<file path="config.mk">
export PLATFORM = sky130hd
export DESIGN_NAME = feed_frame_header_parser_top
export DESIGN_NICKNAME = d
export VERILOG_FILES = /design/src/design/ffhp_pkg.sv /design/src/design/feed_frame_header_parser_top.sv /design/src/design/ffhp_framer.sv /design/src/design/ffhp_decode.sv
export SDC_FILE = /design/constraint.sdc
export NUM_CORES = 1
export LEC_CHECK = 0
export BUFFER_PORTS_ARGS = -buffer_cell sky130_fd_sc_hd__buf_2
export CAP_MARGIN = 0
export CORE_UTILIZATION = 53
export CTS_CLUSTER_DIAMETER = 100
export DETAILED_ROUTE_END_ITERATION = 10
export PLACE_DENSITY = 0.74
export SLEW_MARGIN = 15
export SYNTH_ARGS = -nofsm -noshare
export SYNTH_HDL_FRONTEND = slang
export SYNTH_SLANG_ARGS = --single-unit
export TNS_END_PERCENT = 50
</file>
<file path="constraint.sdc">
create_clock -name i_clk -period 14.8 [get_ports i_clk]
set_input_delay 2.96 -clock i_clk [delete_from_list [all_inputs] [get_ports i_clk]]
set_output_delay 2.96 -clock i_clk [all_outputs]
set_load 0.01 [all_outputs]
</file>
<file path="src/design/ffhp_pkg.sv">
// Shared types and constants of the feed frame header parser.
package ffhp_pkg;

    localparam int MAX_DATAGRAM = 4096;
    localparam int CNT_W        = $clog2(MAX_DATAGRAM + 1);
    localparam int HDR_BYTES    = 18;
    localparam int MIN_FRAME    = 20;
    localparam int LEN_W        = 13;

    localparam logic [7:0] CR_BYTE   = 8'h0D;
    localparam logic [7:0] LF_BYTE   = 8'h0A;
    localparam logic [7:0] LEAD_INIT = 8'd27;

    typedef enum logic [1:0] {
        ST_OK       = 2'd0,
        ST_SHORT    = 2'd1,
        ST_BAD_LEAD = 2'd2,
        ST_BAD_SUM  = 2'd3
    } t_status;

    // One closed frame on its way to the decoder. The header bytes are
    // zero unless the status is ok; hdr[0] is frame byte 1.
    typedef struct packed {
        t_status                        status;
        logic [LEN_W-1:0]               length;
        logic [HDR_BYTES-1:0][7:0]      hdr;
    } t_frame_evt;

endpackage

</file>
<file path="src/design/feed_frame_header_parser_top.sv">
// Top level of the feed frame header parser.
//
//   channel  | direction | handshake                 | payload
//   ---------+-----------+---------------------------+------------------------------------
//   input    | in        | i_in_valid / o_in_stall   | data_byte, last_in_datagram
//   result   | out       | o_out_valid / i_out_stall | status, length and header fields
//   config   | in        | i_cfg_valid / o_cfg_ready | lead_byte
//
// One byte beat is accepted every cycle unless o_in_stall holds it; a closed
// frame passes from the input register through the frame event register to
// the result register before it shows up on the result channel.
// Reset is synchronous and active low; it sets the lead byte to the escape
// code and clears the frame and datagram tracking.
// A stall on the result side fills the event and result registers first; the
// input side stalls only when the byte in the input register closes a frame
// and no register downstream is free.
module feed_frame_header_parser_top (
    input  logic        i_clk,
    input  logic        i_rst_n,
    input  logic        i_in_valid,
    input  logic [7:0]  i_data_byte,
    input  logic        i_last_in_datagram,
    output logic        o_in_stall,
    input  logic        i_cfg_valid,
    input  logic [7:0]  i_cfg_data,
    output logic        o_cfg_ready,
    output logic        o_out_valid,
    input  logic        i_out_stall,
    output logic [1:0]  o_frame_status,
    output logic [12:0] o_frame_length,
    output logic [7:0]  o_tx_code,
    output logic [7:0]  o_msg_type,
    output logic [47:0] o_info_time_bcd,
    output logic [14:0] o_channel_number,
    output logic [33:0] o_channel_sequence,
    output logic [7:0]  o_version_number,
    output logic [14:0] o_body_size
);

    logic [7:0]           r_lead_byte;
    logic                 evt_valid;
    logic                 evt_take;
    ffhp_pkg::t_frame_evt evt;

    // The lead byte register takes a write on every cfg beat.
    assign o_cfg_ready = 1'b1;

    always_ff @(posedge i_clk) begin
        if (!i_rst_n) begin
            r_lead_byte <= ffhp_pkg::LEAD_INIT;
        end else if (i_cfg_valid && o_cfg_ready) begin
            r_lead_byte <= i_cfg_data;
        end
    end

    // Frame cutting: byte tracking, checksum and header capture.
    ffhp_framer u_framer (
        .i_clk              (i_clk),
        .i_rst_n            (i_rst_n),
        .i_in_valid         (i_in_valid),
        .i_data_byte        (i_data_byte),
        .i_last_in_datagram (i_last_in_datagram),
        .o_in_stall         (o_in_stall),
        .i_lead_byte        (r_lead_byte),
        .i_evt_take         (evt_take),
        .o_evt_valid        (evt_valid),
        .o_evt              (evt)
    );

    // BCD decode of the header into the result register.
    ffhp_decode u_decode (
        .i_clk               (i_clk),
        .i_rst_n             (i_rst_n),
        .i_evt_valid         (evt_valid),
        .i_evt               (evt),
        .o_evt_take          (evt_take),
        .i_out_stall         (i_out_stall),
        .o_out_valid         (o_out_valid),
        .o_frame_status      (o_frame_status),
        .o_frame_length      (o_frame_length),
        .o_tx_code           (o_tx_code),
        .o_msg_type          (o_msg_type),
        .o_info_time_bcd     (o_info_time_bcd),
        .o_channel_number    (o_channel_number),
        .o_channel_sequence  (o_channel_sequence),
        .o_version_number    (o_version_number),
        .o_body_size         (o_body_size)
    );

endmodule

</file>
<file path="src/design/ffhp_framer.sv">
// Input register, frame tracking state and the closed-frame register.
module ffhp_framer (
    input  logic                 i_clk,
    input  logic                 i_rst_n,
    input  logic                 i_in_valid,
    input  logic [7:0]           i_data_byte,
    input  logic                 i_last_in_datagram,
    output logic                 o_in_stall,
    input  logic [7:0]           i_lead_byte,
    input  logic                 i_evt_take,
    output logic                 o_evt_valid,
    output ffhp_pkg::t_frame_evt o_evt
);

    logic                                   r_a_valid;
    logic [7:0]                             r_a_byte;
    logic                                   r_a_last;
    logic                                   r_b_valid;
    ffhp_pkg::t_frame_evt                   r_b_evt;
    logic [ffhp_pkg::CNT_W-1:0]             r_pos;
    logic [ffhp_pkg::CNT_W-1:0]             r_cnt;
    logic                                   r_prev_cr;
    logic [7:0]                             r_first;
    logic [7:0]                             r_xor;
    logic [7:0]                             r_recent0;
    logic [7:0]                             r_recent1;
    logic [ffhp_pkg::HDR_BYTES-1:0][7:0]    r_store;

    logic                                   active;
    logic                                   a_close;
    logic                                   a_go;
    logic                                   b_free;
    logic [ffhp_pkg::CNT_W-1:0]             len;
    ffhp_pkg::t_status                      status;
    ffhp_pkg::t_frame_evt                   evt;

    assign active  = r_pos < ffhp_pkg::CNT_W'(ffhp_pkg::MAX_DATAGRAM);
    assign a_close = r_a_valid && active && (r_a_byte == ffhp_pkg::LF_BYTE) && r_prev_cr;
    assign b_free  = !r_b_valid || i_evt_take;
    assign a_go    = r_a_valid && (!a_close || b_free);
    assign o_in_stall  = r_a_valid && !a_go;
    assign o_evt_valid = r_b_valid;
    assign o_evt       = r_b_evt;
    assign len         = r_cnt + 1'b1;

    always_comb begin
        priority if (len < ffhp_pkg::CNT_W'(ffhp_pkg::MIN_FRAME)) begin
            status = ffhp_pkg::ST_SHORT;
        end else if (r_first != i_lead_byte) begin
            status = ffhp_pkg::ST_BAD_LEAD;
        end else if (r_xor != r_recent1) begin
            status = ffhp_pkg::ST_BAD_SUM;
        end else begin
            status = ffhp_pkg::ST_OK;
        end
        evt.status = status;
        evt.length = ffhp_pkg::LEN_W'(len);
        evt.hdr    = (status == ffhp_pkg::ST_OK) ? r_store : '0;
    end

    always_ff @(posedge i_clk) begin
        if (!i_rst_n) begin
            r_a_valid <= 1'b0;
        end else if (!o_in_stall) begin
            r_a_valid <= i_in_valid;
        end
        if (!o_in_stall && i_in_valid) begin
            r_a_byte <= i_data_byte;
            r_a_last <= i_last_in_datagram;
        end
    end

    always_ff @(posedge i_clk) begin
        if (!i_rst_n) begin
            r_b_valid <= 1'b0;
        end else if (a_go && a_close) begin
            r_b_valid <= 1'b1;
        end else if (i_evt_take) begin
            r_b_valid <= 1'b0;
        end
        if (a_go && a_close) begin
            r_b_evt <= evt;
        end
    end

    // Header store holds frame bytes 1 to 18; it has no reset.
    always_ff @(posedge i_clk) begin
        if (a_go && active && !a_close) begin
            for (int i = 0; i < ffhp_pkg::HDR_BYTES; i++) begin
                if (r_cnt == ffhp_pkg::CNT_W'(i + 1)) begin
                    r_store[i] <= r_a_byte;
                end
            end
        end
    end

    always_ff @(posedge i_clk) begin
        if (!i_rst_n) begin
            r_pos     <= '0;
            r_cnt     <= '0;
            r_prev_cr <= 1'b0;
            r_first   <= '0;
            r_xor     <= '0;
            r_recent0 <= '0;
            r_recent1 <= '0;
        end else if (a_go) begin
            if (active) begin
                r_pos <= r_pos + 1'b1;
                if (a_close) begin
                    r_cnt     <= '0;
                    r_prev_cr <= 1'b0;
                    r_first   <= '0;
                    r_xor     <= '0;
                    r_recent0 <= '0;
                    r_recent1 <= '0;
                end else begin
                    if (r_cnt == '0) begin
                        r_first <= r_a_byte;
                    end
                    if (r_cnt >= ffhp_pkg::CNT_W'(3)) begin
                        r_xor <= r_xor ^ r_recent1;
                    end
                    r_recent1 <= r_recent0;
                    r_recent0 <= r_a_byte;
                    r_cnt     <= r_cnt + 1'b1;
                    r_prev_cr <= (r_a_byte == ffhp_pkg::CR_BYTE);
                end
            end
            if (r_a_last) begin
                r_pos     <= '0;
                r_cnt     <= '0;
                r_prev_cr <= 1'b0;
                r_first   <= '0;
                r_xor     <= '0;
                r_recent0 <= '0;
                r_recent1 <= '0;
            end
        end
    end

    a_last_clears: assert property (@(posedge i_clk) disable iff (!i_rst_n)
        a_go && r_a_last |=> r_cnt == '0 && r_pos == '0 && !r_prev_cr)
        else $error("datagram end did not clear the frame state");

    a_close_emits: assert property (@(posedge i_clk) disable iff (!i_rst_n)
        a_go && a_close |=> r_b_valid && r_cnt == '0)
        else $error("closed frame did not reach the event register");

    a_ok_long: assert property (@(posedge i_clk) disable iff (!i_rst_n)
        r_b_valid && r_b_evt.status == ffhp_pkg::ST_OK |->
            r_b_evt.length >= ffhp_pkg::LEN_W'(ffhp_pkg::MIN_FRAME))
        else $error("ok frame shorter than the minimum");

    a_no_overwrite: assert property (@(posedge i_clk) disable iff (!i_rst_n)
        r_b_valid && !i_evt_take |=> r_b_valid && $stable(r_b_evt))
        else $error("pending frame event was lost");

endmodule

</file>
<file path="src/design/ffhp_decode.sv">
// Header decode into the result register.
module ffhp_decode (
    input  logic                 i_clk,
    input  logic                 i_rst_n,
    input  logic                 i_evt_valid,
    input  ffhp_pkg::t_frame_evt i_evt,
    output logic                 o_evt_take,
    input  logic                 i_out_stall,
    output logic                 o_out_valid,
    output logic [1:0]           o_frame_status,
    output logic [12:0]          o_frame_length,
    output logic [7:0]           o_tx_code,
    output logic [7:0]           o_msg_type,
    output logic [47:0]          o_info_time_bcd,
    output logic [14:0]          o_channel_number,
    output logic [33:0]          o_channel_sequence,
    output logic [7:0]           o_version_number,
    output logic [14:0]          o_body_size
);

    // Two BCD digits to binary: high * 10 + low.
    function automatic logic [7:0] bcd_pair(input logic [7:0] b);
        return {1'b0, b[7:4], 3'b000} + {3'b000, b[7:4], 1'b0} + {4'b0000, b[3:0]};
    endfunction

    logic                                   r_valid;
    logic                                   go;
    logic [ffhp_pkg::HDR_BYTES-1:0][7:0]    pair;
    logic [14:0]                            chan;
    logic [33:0]                            seq;
    logic [14:0]                            body;

    assign go          = !r_valid || !i_out_stall;
    assign o_evt_take  = go;
    assign o_out_valid = r_valid;

    always_comb begin
        for (int i = 0; i < ffhp_pkg::HDR_BYTES; i++) begin
            pair[i] = bcd_pair(i_evt.hdr[i]);
        end
        chan = 15'(pair[8]) * 15'd100 + 15'(pair[9]);
        seq  = 34'(pair[10]) * 34'd100000000 + 34'(pair[11]) * 34'd1000000
             + 34'(pair[12]) * 34'd10000 + 34'(pair[13]) * 34'd100 + 34'(pair[14]);
        body = 15'(pair[16]) * 15'd100 + 15'(pair[17]);
    end

    always_ff @(posedge i_clk) begin
        if (!i_rst_n) begin
            r_valid <= 1'b0;
        end else if (go) begin
            r_valid <= i_evt_valid;
        end
        if (go && i_evt_valid) begin
            o_frame_status      <= i_evt.status;
            o_frame_length      <= i_evt.length;
            o_tx_code           <= i_evt.hdr[0];
            o_msg_type          <= i_evt.hdr[1];
            o_info_time_bcd     <= {i_evt.hdr[2], i_evt.hdr[3], i_evt.hdr[4],
                                    i_evt.hdr[5], i_evt.hdr[6], i_evt.hdr[7]};
            o_channel_number    <= chan;
            o_channel_sequence  <= seq;
            o_version_number    <= pair[15];
            o_body_size         <= body;
        end
    end

endmodule

</file>
==> flow_summary.yaml <==
yosys:
  syn_nets: 2864
  ys_ff_latch: 533
  yosys_warnings: 0
  ys_seq_area_frac: 0.509
  synth-edff-count: 463
  synth_area_mm2: 0.0301
  yosysUniqueCellTypes: 73
  syn-mean-instance-area_um2: 12.8
  syn_inst: 2347
  synth_flop_cell: "edfxtp_1"
  synthArstFlopShare: 0
timing:
  skew_ps: 35.0
  drv_slew: 0
  slew_headroom: 0.243
  rsz0062_at_grt: "false"
  post-route-min-period_ps: 8840
  worst_pin_slew_ps: 1140
  period_share: 0.597
  setup-violations-final: 0
  hold_slack_ps: 418
  fmax_mhz: 113
  hold_viol: 0
  tns_ps: 0
worst_setup_path:
  worstPathArrival_ps: 9190
  crit_path_start_kind: "flip-flop"
  worst_ep_required_time_ps: 15150
  timing.rr.end: "u_decode.o_channel_sequence[33]"
  slowest_stage: "fa_1"
  critPathMaxStageDelay_ps: 550
  ff2ff_path_depth: 35
  cp-end-kind: "flip-flop"
  ff2ff_setup_slack_ps: 5960
  rr_startpoint: "u_framer.o_evt[100]"
  critPathMostFrequentCell: "fa_1"
  critical_path_class: "reg2reg"
  critical_path_peak_fanout: 6
worst_hold_path:
  hp-class: "reg2reg"
  hp-start: "u_framer.o_evt[51]"
  hold_end: "u_decode.o_info_time_bcd[11]"
  whs_path_depth: 0
drt:
  wl_mm: 58.6
  wire_per_inst_um: 17.5
  drc: 0
  drtIter0Drc: 1031
  vias: 17700
  antenna_left: 0
  via_per_inst: 5.27
  dr.pass1.iters: 5
die:
  start_util: 0.541
  die_x_um: 240
  die_h_um: 240
  rows: 86
  ioPinCount: 176
  core_mm2: 0.0556
  dieArea_mm2: 0.0577
global_routing:
  grt_pass1_wl_mm: 93.2
  grt_overflow: 0
  grt_usage: 0.208
  grt_max_degree: 93
  grt_pass1_vias: 18200
  antenna_found_initial: 0
place:
  dp_hpwl_mm: 42.2
  portBuffers: 174
  place_area_mm2: 0.0318
  gp_congestion: 0.874
  dp.cells: 3248
cts:
  cts-root-buf: "clkbuf_16"
  cts_buffer_depth: 3
  cts.repair.resized: 0
  cts_setup_buffers: 0
  clk_pin_slew_ps: 60
  cts_tree: "built"
  cts_hold_buf: 0
  cts_buffers: 54
  cts-htree-levels: 2
  clk_latency_ps: 610
  clock_sinks: 533
power:
  vdd_drop_max_mv: 0.0905
  leakage_nw: 14.4
  comb_power_share: 0.015
  p_clk_frac: 0.460
  total_power_mw: 3.10
  p_switching_mw: 0.617
  internal_power_mw: 2.49
  switching_share: 0.199
  p_per_area_mw_per_mm2: 92.0
  power_frac_seq: 0.525
finish:
  final_nets: 3074
  drive_gt1_frac: 0.115
  finalInstanceArea_mm2: 0.0337
  fin_cells: 3348
  area_growth_pct: 12.2
  insertedDiodeCount: 0
flow_run:
  maxCapViolCount: 0
run_status:
  status: "completed"
[logic make-up (layout without fill, tap and decap cells)]
logic type                 Yosys count  in the layout  share of synthesized area
DFF                                533            533                      0.509
and+or+nand+nor                    504            504                     0.0910
adders and majority gates          495            495                      0.239
buffers and inverters              332            585                     0.0435
AOI/OAI and AO/OA                  304            304                     0.0653
xor gates and xnor gates           168            168                     0.0492
muxes                               10             10                    0.00333
other                                1              1                   0.000125
[area by class of cell]
cell class,instances,area [um2]
multi-input cells,1482,13500
inverters,296,1110
well taps,748,936
clock buffers,60,1370
fillers,4339,21900
repair buffers,190,1010
clock inverters,39,520
flip-flops and latches,533,15300
[sequential cells by signal, summed over array words and instances, names as in the netlist, 2 cells and up]
signal and cells:
u_framer.o_evt 159, u_framer.r_store 144, u_decode.o_info_time_bcd 48, u_decode.o_channel_sequence 34, u_decode.o_body_size 15, u_decode.o_channel_number 15, u_decode.o_frame_length 13, u_framer.r_cnt 13
u_framer.r_pos 13, r_lead_byte 8, u_decode.o_msg_type 8, u_decode.o_tx_code 8, u_decode.o_version_number 8, u_framer.r_a_byte 8, u_framer.r_first 8, u_framer.r_recent0 8
u_framer.r_recent1 8, u_framer.r_xor 8, u_decode.o_frame_status 2
[synthesized netlist by cell type, drive strengths merged, types with 10 or more instances]
master	number	area, um2
edfxtp	463	13900
ha	363	4540
inv	295	1110
and2	157	982
fa	132	2640
xnor2	101	885
a21oi	83	423
nand2	82	315
nor2	82	310
dfxtp	70	1400
xor2	67	594
o21ai	66	330
nor2b	54	338
a21o	40	300
nand3	40	205
clkbuf	22	83.8
nor3	21	110
a22oi	20	150
o21a	19	143
o21bai	19	143
a21boi	18	135
and3	15	98.8
buf	14	114
a211oi	10	80.1
mux2i	10	100
nand2b	10	62.6
nor4	10	77.6
[through the flow]
stage                      util  setup slack [ps]
final                     0.607              5960
after global routing      0.607              5330
after CTS                 0.606              6000
after detailed placement  0.572              6020
after global placement    0.572              6360
after floorplan               -              49.8
[placed cells by master (no fill, tap or decap), types with 20 or more instances in the layout]
cell	count
a21o_1	40
a21oi_1	80
a22oi_1	20
and2_1	157
buf_2	174
clkbuf_16	54
dfxtp_1	70
edfxtp_1	463
fa_1	132
ha_1	363
inv_1	295
nand2_1	81
nand3_1	39
nor2_1	80
nor2b_1	54
nor3_1	20
o21ai_0	63
xnor2_1	101
xor2_1	66
[worst max path at each step]
stage,from,endpoint,slack (ps),cells past startpoint
2_1_floorplan,i_out_stall,u_decode.o_body_size[0],50,1
3_3_place_gp,u_framer.o_evt[100],u_decode.o_channel_sequence[33],6360,36
3_5_place_dp,u_framer.o_evt[100],u_decode.o_channel_sequence[33],6020,35
4_1_cts,u_framer.o_evt[100],u_decode.o_channel_sequence[33],6000,35
5_1_grt,u_framer.o_evt[100],u_decode.o_channel_sequence[33],5330,36
6_report,u_framer.o_evt[100],u_decode.o_channel_sequence[33],5960,35
[critical path, delay by kind of cell, from the launching register on]
family,cells,cell delay (ps)
buffers and inverters,4,250
flip-flops,1,390
adder cells (fa/ha/maj),9,3890
AND/OR/NAND/NOR,6,960
AO/OA/AOI/OAI,13,2450
XOR/XNOR,3,670
[metal layers]
layer  global-route usage  vias to the layer above  part of all wire  wire [um]
li1                     -                     8558                 -          -
met1                0.267                     8606              0.43      25400
met2                0.354                      388              0.49      28500
met3               0.0406                      105             0.054       3190
met4               0.0650                        0             0.026       1530
met5                    0                        -                 0          0
[power groups by stage]
stage / Sequential (mW) / Combinational, mW / Clock, mW
floorplan: 1.67 / 0.0184 / 0
global placement: 1.66 / 0.0471 / 0
detailed placement: 1.66 / 0.0483 / 0
CTS: 1.63 / 0.0487 / 1.45
global route: 1.63 / 0.0513 / 1.51
finish: 1.63 / 0.0480 / 1.43
Power figures use the tool's default switching activity.
